--- src/rtl/core/udht_pkg.sv ---
`timescale 1ns / 1ps
// Shared types and constants for the ultrasonic distance hysteresis tracker.
// No dependencies; the echo, filter and top-level files import this package.
package udht_pkg;

    // Field widths
    localparam int DIST_W  = 10;
    localparam int STAMP_W = 16;
    localparam int LIMIT_W = 5;
    localparam int COUNT_W = 6;
    localparam int QUOT_W  = 11;

    // Divide by 58 as multiply by ceil(2^22 / 58) and shift; exact for 16-bit spans
    localparam int            ECHO_RECIP_W = 17;
    localparam logic [16:0]   ECHO_RECIP   = 17'd72316;
    localparam int            ECHO_SHIFT   = 22;

    // Divide by 10 as multiply by ceil(2^11 / 10) and shift; exact for 10-bit values
    localparam int            TEN_RECIP_W = 8;
    localparam logic [7:0]    TEN_RECIP   = 8'd205;
    localparam int            TEN_SHIFT   = 11;
    localparam int            TENTH_W     = DIST_W + TEN_RECIP_W - TEN_SHIFT;

    // Band offset added to held/10
    localparam logic [QUOT_W-1:0] BAND_OFFSET = 11'd5;

    // Persistence counter saturation bounds and unit step
    localparam logic signed [COUNT_W-1:0] COUNT_MAX = 6'sd31;
    localparam logic signed [COUNT_W-1:0] COUNT_MIN = -6'sd32;
    localparam logic signed [COUNT_W-1:0] COUNT_ONE = 6'sd1;

    // Register reset values
    localparam logic [DIST_W-1:0]  MIN_DIST_RST  = 10'd2;
    localparam logic [DIST_W-1:0]  MAX_DIST_RST  = 10'd400;
    localparam logic [LIMIT_W-1:0] LIMIT_RST     = 5'd20;
    localparam logic [DIST_W-1:0]  SNAP_RST      = 10'd360;

    // Configuration register indexes
    typedef enum logic [1:0] {
        CFG_MIN_DIST      = 2'd0,
        CFG_MAX_DIST      = 2'd1,
        CFG_PERSIST_LIMIT = 2'd2,
        CFG_SNAP_LEVEL    = 2'd3
    } cfg_index_t;

    // Input word kinds
    typedef enum logic {
        KIND_EDGE = 1'b0,
        KIND_TICK = 1'b1
    } item_kind_t;

    // Configuration bundle handed to the datapath parts
    typedef struct packed {
        logic [DIST_W-1:0]  min_distance;
        logic [DIST_W-1:0]  max_distance;
        logic [LIMIT_W-1:0] persistence_limit;
        logic [DIST_W-1:0]  snap_level;
    } udht_cfg_t;

endpackage

--- src/rtl/core/udht_item_if.sv ---
`timescale 1ns / 1ps
// Input channel: valid/ready handshake carrying one echo edge or filter tick word.
// Standalone interface; widths match udht_pkg field widths.
interface udht_item_if;
    logic        valid;
    logic        ready;
    logic        kind;
    logic [15:0] timestamp;

    modport source (output valid, output kind, output timestamp, input ready);
    modport sink   (input valid, input kind, input timestamp, output ready);
endinterface

--- src/rtl/core/udht_result_if.sv ---
`timescale 1ns / 1ps
// Output channel: valid/ready handshake carrying held and raw distance.
// Standalone interface; widths match udht_pkg field widths.
interface udht_result_if;
    logic       valid;
    logic       ready;
    logic [9:0] held_distance;
    logic [9:0] raw_distance;

    modport source (output valid, output held_distance, output raw_distance, input ready);
    modport sink   (input valid, input held_distance, input raw_distance, output ready);
endinterface

--- src/rtl/core/udht_echo.sv ---
`timescale 1ns / 1ps
// Echo timing: rising/falling edge pairing, span divide by 58 and clamp.
// Depends on udht_pkg.
module udht_echo (
    input  logic                            clk,
    input  logic                            rst_n,
    input  logic                            fire,
    input  logic [15:0]                     stamp,
    input  udht_pkg::udht_cfg_t             cfg,
    output logic [udht_pkg::DIST_W-1:0]     measured_next
);
    import udht_pkg::*;

    logic                         awaiting_fall_reg;
    logic                         awaiting_fall_next;
    logic [STAMP_W-1:0]           start_stamp_reg;
    logic [STAMP_W-1:0]           start_stamp_next;
    logic [DIST_W-1:0]            measured_reg;
    logic [STAMP_W-1:0]           span;
    logic [STAMP_W+ECHO_RECIP_W-1:0] product;
    logic [QUOT_W-1:0]            quot;
    logic [DIST_W-1:0]            clamped;

    // Wrapped span and reciprocal divide
    assign span    = stamp - start_stamp_reg;
    assign product = {{ECHO_RECIP_W{1'b0}}, span} * {{STAMP_W{1'b0}}, ECHO_RECIP};
    assign quot    = product[ECHO_SHIFT +: QUOT_W];

    // Clamp, upper bound tested first
    always_comb
    begin
        if (quot > {1'b0, cfg.max_distance})
        begin
            clamped = cfg.max_distance;
        end
        else if (quot < {1'b0, cfg.min_distance})
        begin
            clamped = cfg.min_distance;
        end
        else
        begin
            clamped = quot[DIST_W-1:0];
        end
    end

    // Rising edge stores the stamp, falling edge updates the reading
    always_comb
    begin
        awaiting_fall_next = awaiting_fall_reg;
        start_stamp_next   = start_stamp_reg;
        measured_next      = measured_reg;
        if (fire)
        begin
            awaiting_fall_next = !awaiting_fall_reg;
            if (awaiting_fall_reg)
            begin
                measured_next = clamped;
            end
            else
            begin
                start_stamp_next = stamp;
            end
        end
    end

    always_ff @(posedge clk or negedge rst_n)
    begin
        if (!rst_n)
        begin
            awaiting_fall_reg <= 1'b0;
            start_stamp_reg   <= '0;
            measured_reg      <= '0;
        end
        else
        begin
            awaiting_fall_reg <= awaiting_fall_next;
            start_stamp_reg   <= start_stamp_next;
            measured_reg      <= measured_next;
        end
    end

`ifndef SYNTH
    // Each accepted edge flips the rising/falling expectation
    assert property (@(posedge clk) disable iff (!rst_n)
        fire |=> (awaiting_fall_reg != $past(awaiting_fall_reg)))
        else $error("echo edge did not toggle edge phase");
`endif

endmodule

--- src/rtl/core/udht_filter.sv ---
`timescale 1ns / 1ps
// Hysteresis filter: band check, signed persistence counter, unit step and snap.
// Depends on udht_pkg.
module udht_filter (
    input  logic                            clk,
    input  logic                            rst_n,
    input  logic                            fire,
    input  logic [udht_pkg::DIST_W-1:0]     raw,
    input  udht_pkg::udht_cfg_t             cfg,
    output logic [udht_pkg::DIST_W-1:0]     held_next
);
    import udht_pkg::*;

    logic [DIST_W-1:0]                 held_reg;
    logic signed [COUNT_W-1:0]         count_reg;
    logic signed [COUNT_W-1:0]         count_next;
    logic [DIST_W+TEN_RECIP_W-1:0]     tenth_prod;
    logic [QUOT_W-1:0]                 band;
    logic [QUOT_W-1:0]                 held_ext;
    logic [QUOT_W-1:0]                 raw_ext;
    logic                              above;
    logic                              below;
    logic signed [COUNT_W:0]           count_wide;
    logic signed [COUNT_W:0]           limit_pos;
    logic signed [COUNT_W:0]           limit_neg;
    logic                              step;
    logic [DIST_W-1:0]                 held_step;
    logic signed [COUNT_W-1:0]         count_step;

    // Band = held/10 + 5
    assign tenth_prod = {{TEN_RECIP_W{1'b0}}, held_reg} * {{DIST_W{1'b0}}, TEN_RECIP};
    assign band       = {{(QUOT_W-TENTH_W){1'b0}}, tenth_prod[TEN_SHIFT +: TENTH_W]}
                        + BAND_OFFSET;
    assign held_ext   = {1'b0, held_reg};
    assign raw_ext    = {1'b0, raw};
    assign above      = raw_ext >= (held_ext + band);
    assign below      = (raw_ext + band) <= held_ext;

    assign count_wide = {count_reg[COUNT_W-1], count_reg};
    assign limit_pos  = $signed({{(COUNT_W+1-LIMIT_W){1'b0}}, cfg.persistence_limit});
    assign limit_neg  = -limit_pos;

    // Count out-of-band ticks, step once the limit is passed
    always_comb
    begin
        held_step  = held_reg;
        count_step = count_reg;
        step       = 1'b0;
        if (above)
        begin
            if (count_wide > limit_pos)
            begin
                held_step  = held_reg + 1'b1;
                count_step = '0;
                step       = 1'b1;
            end
            else if (count_reg != COUNT_MAX)
            begin
                count_step = count_reg + COUNT_ONE;
            end
        end
        else if (below)
        begin
            if (count_wide < limit_neg)
            begin
                held_step  = held_reg - 1'b1;
                count_step = '0;
                step       = 1'b1;
            end
            else if (count_reg != COUNT_MIN)
            begin
                count_step = count_reg - COUNT_ONE;
            end
        end
    end

    // Snap to a higher reading at the snap level; hold when no tick
    always_comb
    begin
        held_next  = held_reg;
        count_next = count_reg;
        if (fire)
        begin
            count_next = count_step;
            if ((held_step == cfg.snap_level) && (raw >= held_step))
            begin
                held_next = raw;
            end
            else
            begin
                held_next = held_step;
            end
        end
    end

    always_ff @(posedge clk or negedge rst_n)
    begin
        if (!rst_n)
        begin
            held_reg  <= '0;
            count_reg <= '0;
        end
        else
        begin
            held_reg  <= held_next;
            count_reg <= count_next;
        end
    end

`ifndef SYNTH
    // A held step always restarts the persistence count
    assert property (@(posedge clk) disable iff (!rst_n)
        (fire && step) |=> (count_reg == '0))
        else $error("persistence count not cleared after held step");
`endif

endmodule

--- src/rtl/core/ultrasonic_distance_hysteresis_tracker.sv ---
`timescale 1ns / 1ps
// Ultrasonic distance tracker with hysteresis filter. Accepts one word per clock
// while the result side is not stalled and returns exactly one result word for
// each: an input register feeds the echo and filter update logic, whose state
// updates as the result register loads the held and raw distance after that word.
// Sustained rate is one word per cycle while the result side drains; the input and
// result registers let a new word enter while a finished result waits.
// Configuration is written through cfg_we/cfg_index/cfg_data while the block is
// idle; the user must keep to this, the block does not enforce it. Depends on
// udht_pkg, udht_item_if, udht_result_if, udht_echo and udht_filter.
module ultrasonic_distance_hysteresis_tracker (
    input  logic                            clk,
    input  logic                            rst_n,
    udht_item_if.sink                       item,
    udht_result_if.source                   result,
    input  logic                            cfg_we,
    input  udht_pkg::cfg_index_t            cfg_index,
    input  logic [udht_pkg::DIST_W-1:0]     cfg_data
);
    import udht_pkg::*;

    udht_cfg_t              cfg_reg;
    udht_cfg_t              cfg_next;
    logic                   stage_valid_reg;
    logic                   stage_valid_next;
    logic                   stage_kind_reg;
    logic [STAMP_W-1:0]     stage_stamp_reg;
    logic                   out_valid_reg;
    logic                   out_valid_next;
    logic [DIST_W-1:0]      out_held_reg;
    logic [DIST_W-1:0]      out_raw_reg;
    logic                   advance;
    logic                   item_fire;
    logic                   stage_fire;
    logic                   edge_fire;
    logic                   tick_fire;
    logic [DIST_W-1:0]      measured_next;
    logic [DIST_W-1:0]      held_next;

    // Handshake control
    assign advance    = !out_valid_reg || result.ready;
    assign item.ready = !stage_valid_reg || advance;
    assign item_fire  = item.valid && item.ready;
    assign stage_fire = stage_valid_reg && advance;
    assign edge_fire  = stage_fire && (stage_kind_reg == KIND_EDGE);
    assign tick_fire  = stage_fire && (stage_kind_reg == KIND_TICK);

    // Configuration register writes
    always_comb
    begin
        cfg_next = cfg_reg;
        if (cfg_we)
        begin
            case (cfg_index)
                CFG_MIN_DIST:      cfg_next.min_distance      = cfg_data;
                CFG_MAX_DIST:      cfg_next.max_distance      = cfg_data;
                CFG_PERSIST_LIMIT: cfg_next.persistence_limit = cfg_data[LIMIT_W-1:0];
                CFG_SNAP_LEVEL:    cfg_next.snap_level        = cfg_data;
                default:           cfg_next = cfg_reg;
            endcase
        end
    end

    // Advance valid flags of input and result registers
    always_comb
    begin
        if (item_fire)
        begin
            stage_valid_next = 1'b1;
        end
        else if (stage_fire)
        begin
            stage_valid_next = 1'b0;
        end
        else
        begin
            stage_valid_next = stage_valid_reg;
        end

        if (stage_fire)
        begin
            out_valid_next = 1'b1;
        end
        else if (result.ready)
        begin
            out_valid_next = 1'b0;
        end
        else
        begin
            out_valid_next = out_valid_reg;
        end
    end

    always_ff @(posedge clk or negedge rst_n)
    begin
        if (!rst_n)
        begin
            cfg_reg.min_distance      <= MIN_DIST_RST;
            cfg_reg.max_distance      <= MAX_DIST_RST;
            cfg_reg.persistence_limit <= LIMIT_RST;
            cfg_reg.snap_level        <= SNAP_RST;
            stage_valid_reg           <= 1'b0;
            out_valid_reg             <= 1'b0;
        end
        else
        begin
            cfg_reg         <= cfg_next;
            stage_valid_reg <= stage_valid_next;
            out_valid_reg   <= out_valid_next;
        end
    end

    // Capture payloads
    always_ff @(posedge clk)
    begin
        if (item_fire)
        begin
            stage_kind_reg  <= item.kind;
            stage_stamp_reg <= item.timestamp;
        end
        if (stage_fire)
        begin
            out_held_reg <= held_next;
            out_raw_reg  <= measured_next;
        end
    end

    udht_echo u_echo (
        .clk           (clk),
        .rst_n         (rst_n),
        .fire          (edge_fire),
        .stamp         (stage_stamp_reg),
        .cfg           (cfg_reg),
        .measured_next (measured_next)
    );

    udht_filter u_filter (
        .clk       (clk),
        .rst_n     (rst_n),
        .fire      (tick_fire),
        .raw       (measured_next),
        .cfg       (cfg_reg),
        .held_next (held_next)
    );

    assign result.valid         = out_valid_reg;
    assign result.held_distance = out_held_reg;
    assign result.raw_distance  = out_raw_reg;

`ifndef SYNTH
    // A new result only appears after a word sat in the input register
    assert property (@(posedge clk) disable iff (!rst_n)
        $rose(out_valid_reg) |-> $past(stage_valid_reg))
        else $error("result raised without a staged word");

    // A stalled staged word stays put until the result side drains
    assert property (@(posedge clk) disable iff (!rst_n)
        (stage_valid_reg && !advance) |=>
            (stage_valid_reg && $stable(stage_kind_reg) && $stable(stage_stamp_reg)))
        else $error("staged word lost during result stall");
`endif

endmodule
--- src/flat_wrapper.sv ---
// flat-port wrapper written by rule: the top's interface ports become plain ports
module ultrasonic_distance_hysteresis_tracker_flat import udht_pkg::*;
  (clk, rst_n, cfg_we, cfg_index, cfg_data, item_valid, item_kind, item_timestamp, item_ready, result_valid, result_held_distance, result_raw_distance, result_ready);
  udht_item_if item_i ();
  udht_result_if result_i ();
  input  logic clk;
  input  logic rst_n;
  input  logic cfg_we;
  input  udht_pkg::cfg_index_t cfg_index;
  input  logic [udht_pkg::DIST_W-1:0] cfg_data;
  input wire logic [$bits(item_i.valid)-1:0] item_valid;
  input wire logic [$bits(item_i.kind)-1:0] item_kind;
  input wire logic [$bits(item_i.timestamp)-1:0] item_timestamp;
  output wire logic [$bits(item_i.ready)-1:0] item_ready;
  output wire logic [$bits(result_i.valid)-1:0] result_valid;
  output wire logic [$bits(result_i.held_distance)-1:0] result_held_distance;
  output wire logic [$bits(result_i.raw_distance)-1:0] result_raw_distance;
  input wire logic [$bits(result_i.ready)-1:0] result_ready;
  assign item_i.valid = item_valid;
  assign item_i.kind = item_kind;
  assign item_i.timestamp = item_timestamp;
  assign item_ready = item_i.ready;
  assign result_valid = result_i.valid;
  assign result_held_distance = result_i.held_distance;
  assign result_raw_distance = result_i.raw_distance;
  assign result_i.ready = result_ready;
  ultrasonic_distance_hysteresis_tracker u_core (.clk(clk), .rst_n(rst_n), .item(item_i), .result(result_i), .cfg_we(cfg_we), .cfg_index(cfg_index), .cfg_data(cfg_data));
endmodule
--- config.mk ---
export PLATFORM = sky130hd
export DESIGN_NAME = ultrasonic_distance_hysteresis_tracker_flat
export DESIGN_NICKNAME = d
export VERILOG_FILES = /design/src/rtl/core/udht_pkg.sv /design/src/rtl/core/udht_item_if.sv /design/src/rtl/core/udht_result_if.sv /design/src/rtl/core/udht_echo.sv /design/src/rtl/core/udht_filter.sv /design/src/rtl/core/ultrasonic_distance_hysteresis_tracker.sv /design/src/flat_wrapper.sv
export SDC_FILE = /design/constraint.sdc
export NUM_CORES = 1
export LEC_CHECK = 0
export ABC_AREA = 1
export BUFFER_PORTS_ARGS = -buffer_cell sky130_fd_sc_hd__buf_2
export CORE_ASPECT_RATIO = 1.2
export CORE_UTILIZATION = 55
export CTS_BUF_LIST = sky130_fd_sc_hd__clkbuf_2 sky130_fd_sc_hd__clkbuf_4 sky130_fd_sc_hd__clkbuf_8
export DETAILED_ROUTE_END_ITERATION = 16
export PLACE_DENSITY_LB_ADDON = 0.25
export SETUP_SLACK_MARGIN = 0.3
export SKIP_CTS_REPAIR_TIMING = 1
export SLEW_MARGIN = 20
export SYNTH_ARGS = -nofsm -noshare
export SYNTH_HDL_FRONTEND = slang
export SYNTH_SLANG_ARGS = --single-unit
--- constraint.sdc ---
create_clock -name clk -period 19 [get_ports clk]
set_input_delay 2.85 -clock clk [delete_from_list [all_inputs] [get_ports clk]]
set_output_delay 2.85 -clock clk [all_outputs]
set_load 0.05 [all_outputs]
# Yosys cells after proc, flatten, opt, wreduce, memory -nomap -nowiden
# Cells that the tools add are included.
dict set report word_totals {
  register_bits 117
  input_bits 34
}
dict set report op_classes {
  addsub 9
  n_mul 2
  magnitude_cmp 7
  eq_ne 7
  mux 20
  bitwise 2
  n_reduce_logical 21
}
# op count
set op_table {}
lappend op_table {{2-to-1 mux 10 bit} 10}
lappend op_table {{2-to-1 mux 6 bit} 6}
lappend op_table {{multiplier 16 x 15 -> 31 bit (second input constant)} 1}
lappend op_table {{adder 10 x 8 -> 11 bit} 2}
lappend op_table {{multiplier 10 x 8 -> 18 bit (second input constant)} 1}
lappend op_table {{subtractor 16 bit} 1}
lappend op_table {{!= test 6 bit (second input constant)} 2}
lappend op_table {{greater-or-equal comparator 10 x 11 -> 1 bit} 1}
lappend op_table {{greater-than comparator 11 x 10 -> 1 bit} 1}
lappend op_table {{less-or-equal comparator 11 x 10 -> 1 bit} 1}
lappend op_table {{< comparator 11 x 10 -> 1 bit} 1}
lappend op_table {{adder 10 x 1 -> 10 bit (second input constant)} 1}
lappend op_table {{== test 10 bit} 1}
lappend op_table {{greater-or-equal comparator 10 bit} 1}
lappend op_table {{AND reduction 2 bit} 5}
lappend op_table {{subtractor 10 x 1 -> 10 bit (second input constant)} 1}
lappend op_table {{adder 7 x 3 -> 8 bit (second input constant)} 1}
lappend op_table {{< comparator 6 x 7 -> 1 bit} 1}
lappend op_table {{negator 5 -> 7 bit} 1}
lappend op_table {{adder 6 x 2 -> 6 bit (second input constant)} 1}
lappend op_table {{greater-than comparator 6 bit} 1}
lappend op_table {{nonzero test 2 bit} 3}
lappend op_table {{subtractor 6 x 2 -> 6 bit (second input constant)} 1}
lappend op_table {{logical AND 1 bit} 5}
lappend op_table {{10 further kinds} 18}

# Depth between registers and ports, before layout
# Gate-level depths: netlist of run 1.
dict set report logic_depth {
  depth_word 15
  mapped_depth 100
  depth_no_buf 99
}

# By module
# From an unflattened synthesis of run 1, not the netlist that was laid out.
dict set report unflattened {
  cells_unflattened 1975
  hier_area_um2 15875.2
}
# mod n_inst cells_each area_each_um2
set by_module_without_submodules {}
lappend by_module_without_submodules {udht_echo 1 946 7594.8}
lappend by_module_without_submodules {udht_filter 1 820 5555.3}
lappend by_module_without_submodules {ultrasonic_distance_hysteresis_tracker 1 209 2725.1}

# Least setup slack after synthesis of run 1
# OpenSTA, ideal clock, no wires.
dict set report synth_timing {
  path_kind {reg-to-reg}
  startpoint {register u_core.stage_stamp_reg[2]}
  endpoint {register u_core.out_held_reg[0] (netlist: u_core.result.held_distance[0]) (data pin)}
  t_arrival_ps 14032
  slack_ps 4710
  stages_incl_launch_ff 91
  path_buffers 2
  cell_sequence {edfxtp_1 > ha_1 > a21oi_1 > nand2_1 > a21oi_1 > o21bai_1 > nand2_1 > nand2_1 > a21oi_1 > inv_1 > a21oi_1 > o21bai_1 > nand2_1 > inv_1 > o21ai_0 > nand2_1 > nand2_1 > nand2_1 > [... 55 more ...] > ha_1 > inv_1 > a21boi_0 > o21a_1 > o21a_1 > o21a_1 > o21a_1 > o21a_1 > o21a_1 > o21a_1 > o21ai_0 > nand2_1 > nand4_1 > nor2_2 > nand3_4 > nand2_1 > nand3_1 > nand2_1}
}
dict set report synth_via {
  elab_chain_cells 15
}
# element line
set synth_lines {}
lappend synth_lines {{start, declared} ultrasonic_distance_hysteresis_tracker.sv:27} ;# logic [STAMP_W-1:0] stage_stamp_reg;
lappend synth_lines {{start signal, assigned} ultrasonic_distance_hysteresis_tracker.sv:119} ;# stage_stamp_reg <= item.timestamp;
lappend synth_lines {{subtractor 16 bit *} udht_echo.sv:25} ;# assign span = stamp - start_stamp_reg;
lappend synth_lines {{multiplier 16 x 15 -> 31 bit *} udht_echo.sv:26} ;# assign product = {{ECHO_RECIP_W{1'b0}}, span} * {{STAMP_W{1'b0}}, ECHO_RECIP};
lappend synth_lines {{< comparator 11 x 10 -> 1 bit} udht_echo.sv:36} ;# else if (quot < {1'b0, cfg.min_distance})
lappend synth_lines {{2-to-1 mux 10 bit} udht_echo.sv:36}
lappend synth_lines {{2-to-1 mux 10 bit *} udht_echo.sv:32} ;# if (quot > {1'b0, cfg.max_distance})
lappend synth_lines {{2-to-1 mux 10 bit *} udht_echo.sv:55} ;# if (awaiting_fall_reg)
lappend synth_lines {{2-to-1 mux 10 bit *} udht_echo.sv:52} ;# if (fire)
lappend synth_lines {{via u_core.measured_next[0]} ultrasonic_distance_hysteresis_tracker.sv:37} ;# logic [DIST_W-1:0] measured_next;
lappend synth_lines {{adder 10 x 8 -> 11 bit} udht_filter.sv:37} ;# assign below = (raw_ext + band) <= held_ext;
lappend synth_lines {{less-or-equal comparator 11 x 10 -> 1 bit} udht_filter.sv:37}
lappend synth_lines {{2-to-1 mux 10 bit} udht_filter.sv:62} ;# else if (below)
lappend synth_lines {{2-to-1 mux 10 bit} udht_filter.sv:49} ;# if (above)
lappend synth_lines {{greater-or-equal comparator 10 bit / == test 10 bit (equally long branches)} udht_filter.sv:85} ;# if ((held_step == cfg.snap_level) && (raw >= held_step))
lappend synth_lines {{logical AND 1 bit} udht_filter.sv:85}
lappend synth_lines {{2-to-1 mux 10 bit *} udht_filter.sv:85}
lappend synth_lines {{2-to-1 mux 10 bit *} udht_filter.sv:82} ;# if (fire)
lappend synth_lines {{via u_core.held_next[0]} ultrasonic_distance_hysteresis_tracker.sv:38} ;# logic [DIST_W-1:0] held_next;
lappend synth_lines {{end signal, assigned} ultrasonic_distance_hysteresis_tracker.sv:123} ;# out_held_reg <= held_next;
lappend synth_lines {{end, declared} ultrasonic_distance_hysteresis_tracker.sv:30} ;# logic [DIST_W-1:0] out_held_reg;
# The timed path passes the listed nets; every way through them passes the cells marked *.
# A chain may end at the register's enable or synchronous reset.

# Final worst setup path of run 1
dict set report layout_timing {
  startpoint {register u_core.stage_stamp_reg[2]}
  endpoint {register u_core.out_held_reg[4] (netlist: u_core.result.held_distance[4]) (data pin)}
}
# The elaborated chain is that of the path after synthesis.

==> results of run 1 <==
-- synth_stat cells (all sizes together) (7+ instances only) --
cell      n  area [sq um]
a21oi   102           514
edfxtp   37          1110
nand2   326          1300
ha      269          3370
fa       98          1960
o21bai   12          90.1
dfrtp    70          1750
nor2     88           360
o211ai   11          82.6
o21a      7          52.6
o21ai    79           395
nand4    20           125
inv     406          1520
nand3    91           495
a21o      9          67.6
nor3      9          45.0
xor2     57           499
xnor2    17           149
clkbuf   15          56.3
dfstp    10           263
-- kinds of logic after synthesis --
logic type	count (synthesis)	share of synthesized area [%]
AOI/OAI and AO/OA	243	9.54
xor gates and xnor gates	74	4.46
adders and majority gates	367	36.6
buffers and inverters	428	11.2
DFF	117	21.5
muxes	3	0.232
and+or+nand+nor	545	16.5
-- final cells by class --
cell class	count	area (sq um)
Clock buffer	17	234
Clock inverter	15	143
Fill cell	2326	10200
Inverter	407	1530
Multi-Input combinational cell	1232	9790
Sequential cell	117	3130
Tap cell	330	413
Timing Repair Buffer	59	308
-- worst max-delay path by stage --
stage                     slack (ns)  cells past startpoint                                       end
after floorplan                 4.71                     90  u_core.result.held_distance[0]$_DFFE_PP_
after detailed placement        3.48                     88  u_core.result.held_distance[4]$_DFFE_PP_
after CTS                       3.33                     88  u_core.result.held_distance[0]$_DFFE_PP_
final                           3.35                     88  u_core.result.held_distance[4]$_DFFE_PP_
after global placement          3.82                     89  u_core.result.held_distance[4]$_DFFE_PP_
after global routing            1.98                     89  u_core.result.held_distance[0]$_DFFE_PP_
-- layer usage --
metal  up-vias  wire, um
li1       5808         -
met1      5526     13700
met2       305     17900
met3       101      1440
met4         0      1680
met5         -         0
-- through the flow --
stage,worst slack [ns],cell area [sq um]
floorplan,4.71,14500
global placement,3.82,15200
detailed placement,3.48,15200
CTS,3.33,15500
global route,1.98,15500
finish,3.35,15500
-- worst register-to-register path, delay by kind of cell (launching register included) --
family / cells / cell delay (ns)
simple gates: 30 / 3.19
compound gates: 30 / 5.26
buf+inv: 12 / 0.90
fa+ha+maj: 13 / 5.00
xor+xnor: 3 / 0.69
flops: 1 / 0.39
==> impl_metrics.toml, run 1 <==
[sta]
maxSlewHeadroom_pct = 38.4
grt_setup_unrepaired = "false"
finalHoldViolations = 0
timing.final.crit_share_pct = 82.4
timing_worst_slew_pin_value_ns = 0.924
setup_viol_count_final = 0
finClkSkew_ns = 0.0208
timing.fmax_ghz = 0.0639
final.min_clock_period_ns = 15.65
report.final.slew_viol_count = 0
fin_worst_hold_slack_ns = 0.481
totalNegativeSetupSlack_ns = 0

[layout]
synthToLayoutAreaGrowth_pct = 6.87
layout.cells.most_common = "sky130_fd_sc_hd__inv_1"
largest_register_ffs = 35
drive_above_1_share_pct = 7.90
nets_finish = 2235
stdcell_count = 2177
most-common-layout-cells = "sky130_fd_sc_hd__inv_1, sky130_fd_sc_hd__nand2_1, sky130_fd_sc_hd__ha_1, sky130_fd_sc_hd__a21oi_1, sky130_fd_sc_hd__fa_1"
postLayoutCoreUtil_pct = 60.5
antenna_cells = 0

[min_path]
worstHoldPathType = "reg -> reg"
whs_path_depth = 2
worstHoldStart = "u_core.u_echo.awaiting_fall_reg$_DFFE_PN0P_"
hold_end = "u_core.u_echo.awaiting_fall_reg$_DFFE_PN0P_"

[synthesis]
synth_area_sq_mm = 0.0145
edff_count_synth = 37
mappedNetlistNets = 2178
ys_seq_area_share_pct = 21.5
postSynth.topFlopCell = "sky130_fd_sc_hd__dfrtp_1"
synth_warnings = 0
synth_cells = 1777
synth-seq-cells = 117
synthesis.area_per_instance_sq_um = 8.18
synth_cell_type_count = 53
ys_async_sr_fraction_pct = 68.4

[drt]
drt-initial-drc-count = 610
avgRoutedWirePerCell_um = 16.0
drtAntennaViolNets = 0
drt_first_pass_iters = 5
detail_route.vias_per_cell = 5.39
via_count = 11740
routed_wl_mm = 34.7
drc = 0

[global_route]
global_route.usage.total_pct = 27.2
grt_pass1_vias = 11909
grt_antenna_before_repair = 0
grt_max_degree = 69
grtUsageMet2_pct = 48.8
grt.overflow.total = 0
grt_first_pass_wirelength_mm = 57.0
grtUsageMet1_pct = 31.0
groute.layer.met3.usage_pct = 3.80
grt_busiest_layer = "met2"

[worst_setup_path]
worst_setup_path_startpoint = "u_core.stage_stamp_reg[2]$_DFFE_PP_"
worstSetupPathType = "reg -> reg"
timing.critical_path.mode_cell = "sky130_fd_sc_hd__nand2_1"
timing.critical_path.max_delay_family = "compound AO/OA/AOI/OAI gates"
slowest_stage = "sky130_fd_sc_hd__fa_1"
worst_r2r_path_depth = 88
critical_path.n_buffers_inverters = 12
timing.critical_path.fanout_max = 18
critical_path.reg2reg.endpoint = "u_core.result.held_distance[4]$_DFFE_PP_"
crit_path_max_incr_delay_ns = 0.55
endpoint_type_of_the_worst_setup_path = "flop"
rrSetupSlack_ns = 3.35
timing.rr.start = "u_core.stage_stamp_reg[2]$_DFFE_PP_"
worst-endpoint-arrival_ns = 15.85
crit_path_start_kind = "flop"
required_ns = 19.20

[placed_design]
port_buffers = 55
gp_routability_congestion = 0.972
dp.cells = 2145
place.detailed.hpwl_mm = 29.2

[clocking]
htree_levels = 4
cts_tree = "built"
numClockSinks = 117
clockRootBuffer = "sky130_fd_sc_hd__clkbuf_8"
number_of_buffers_created_by_cts = 17
source_to_sink_clock_delay_at_the_later_pin_of_the_worst_skew_pair_ns = 0.47
cts-root-to-sink-buffers = 2
clk_transition_reported_paths_ns = 0.08

[die]
top_level_ports = 56
num_rows = 64
initial_utilization_pct = 56.6
dieArea_sq_mm = 0.0271
design.core.area_sq_mm = 0.0257
die_w_um = 150
die_y_um = 180

[run]
drv.max_cap_violation_count = 0

[status]
status = "completed"
Power of run 1 is not shown: default switching activity piles up to over one toggle a cycle in this logic, so the estimate is an artifact.
==> run 2: changes to the inputs <==
clock period = 12.7 ns   (was 19 ns; I/O delays follow)
==> run 2 against run 1 <==
  * The flow now finishes with violations (negative setup slack)
  * Non-clock buffer count is 239 higher
  * Count of clock-buffer cells in the layout grew 1
  * Sequential share of layout area fell by 2.7 points
  * Critical path type unchanged
  * Die area did not move
  * Critical endpoint is now u_core.result.held_distance[1]$_DFFE_PP_
  * Register-to-register slack lost 4.9 ns
  * Final area grew 16%
  * Utilization grew 9.4 points
==> impl_metrics.toml, run 2 (synthesis results as in run 1) <==
[die]
design.core.area_sq_mm = 0.0257
num_rows = 64
die_w_um = 150
top_level_ports = 56
die_y_um = 180
initial_utilization_pct = 56.6
dieArea_sq_mm = 0.0271

[sta]
report.final.slew_viol_count = 0
layout_setup_ws_ns = -1.54
timing.final.crit_share_pct = 112
finClkSkew_ns = 0.0181
fin_worst_hold_slack_ns = 0.486
totalNegativeSetupSlack_ns = -28.38
finalHoldViolations = 0
grt_setup_unrepaired = "true"
timing.fmax_ghz = 0.0702
timing_worst_slew_pin_value_ns = 0.986
setup_viol_count_final = 20
final.min_clock_period_ns = 14.24
maxSlewHeadroom_pct = 34.2

[worst_setup_path]
timing.critical_path.max_delay_family = "adder cells"
worst-endpoint-arrival_ns = 14.45
crit_path_start_kind = "flop"
timing.critical_path.fanout_max = 6
endpoint_type_of_the_worst_setup_path = "flop"
worstSetupPathType = "reg -> reg"
required_ns = 12.91
crit_path_max_incr_delay_ns = 0.56
timing.critical_path.mode_cell = "sky130_fd_sc_hd__o21a_1"
critical_path.n_buffers_inverters = 14
slowest_stage = "sky130_fd_sc_hd__fa_1"

[layout]
antenna_cells = 0
seq_area_sq_mm = 0.00313
drive_above_1_share_pct = 23.4
largest_register_ffs = 35
nets_finish = 2476
layout.cells.most_common = "sky130_fd_sc_hd__inv_1"
most-common-layout-cells = "sky130_fd_sc_hd__inv_1, sky130_fd_sc_hd__nand2_1, sky130_fd_sc_hd__ha_1, sky130_fd_sc_hd__buf_4, sky130_fd_sc_hd__fa_1"
postLayoutCoreUtil_pct = 69.9
multi_input_gate_area_sq_mm = 0.0104
synthToLayoutAreaGrowth_pct = 23.5
layout.filler_cells = 2071

[global_route]
grt_pass1_vias = 13182
grt_antenna_before_repair = 0
grt_max_degree = 71
global_route.usage.total_pct = 30.1
grt_first_pass_wirelength_mm = 62.9
grt.overflow.total = 0

[drt]
drt_first_pass_iters = 5
drc = 0
via_count = 12842
routed_wl_mm = 40.1
avgRoutedWirePerCell_um = 16.6
drt-initial-drc-count = 550
drtAntennaViolNets = 0
detail_route.vias_per_cell = 5.31

[run]
drv.max_cap_violation_count = 0

[status]
status = "finished, violations left"
failed_checks = "negative setup slack"

[clocking]
cts-root-to-sink-buffers = 2
source_to_sink_clock_delay_at_the_later_pin_of_the_worst_skew_pair_ns = 0.47
htree_levels = 4
numClockSinks = 117
clockRootBuffer = "sky130_fd_sc_hd__clkbuf_8"
cts_tree = "built"
clk_transition_reported_paths_ns = 0.08
number_of_buffers_created_by_cts = 17

[min_path]
worstHoldPathType = "reg -> reg"

[placed_design]
port_buffers = 55
place.detailed.hpwl_mm = 32.6
gp_routability_congestion = 0.992
[run 2: final timing paths]
check	from	end	slack, ns	depth (start not counted)
worst max-delay path	u_core.stage_stamp_reg[0]$_DFFE_PP_	u_core.result.held_distance[1]$_DFFE_PP_	-1.54	83
worst min-delay path	u_core.u_echo.awaiting_fall_reg$_DFFE_PN0P_	u_core.u_echo.awaiting_fall_reg$_DFFE_PN0P_	0.49	2
worst max register to register	u_core.stage_stamp_reg[0]$_DFFE_PP_	u_core.result.held_distance[1]$_DFFE_PP_	-1.54	83
worst min register to register	u_core.u_echo.awaiting_fall_reg$_DFFE_PN0P_	u_core.u_echo.awaiting_fall_reg$_DFFE_PN0P_	0.49	2
max in group asynchronous	rst_n	u_core.result.valid$_DFFE_PN0P_	10.25	2
min in group asynchronous	rst_n	u_core.u_filter.held_reg[7]$_DFF_PN0_	1.26	1
[run 2: cell type report]
class / instances / area share (%)
clock buffer: 18 / 1.38
inverter: 407 / 8.52
timing repair buffer: 298 / 11.9
multi-input combinational: 1234 / 57.7
sequential: 117 / 17.4
tap: 330 / 2.30
clock inverter: 14 / 0.843
[run 2: tightest hold or removal path, delay by kind of cell (launching register included)]
family / cells / cell delay (ns)
flops: 1 / 0.35
simple gates: 2 / 0.11
[run 2: layer usage]
layer  routed length [um]  GRT usage, %  vias up
li1                     -             -     6290
met1                15200          33.3     6090
met2                20800          54.0      321
met3                 1530          3.92      141
met4                 2510          18.3        0
met5                    0             0        -
[run 2: through the flow]
step | setup slack, ns | std cells | area, sq um
2_1_floorplan | -0.794 | 1777 | 14700
3_3_place_gp | -1.10 | 2364 | 16900
3_5_place_dp | -1.50 | 2364 | 16900
4_1_cts | -1.59 | 2396 | 17300
5_1_grt | -2.26 | 2418 | 18000
6_report | -1.54 | 2418 | 18000
Power of run 2 is left out for the same reason.
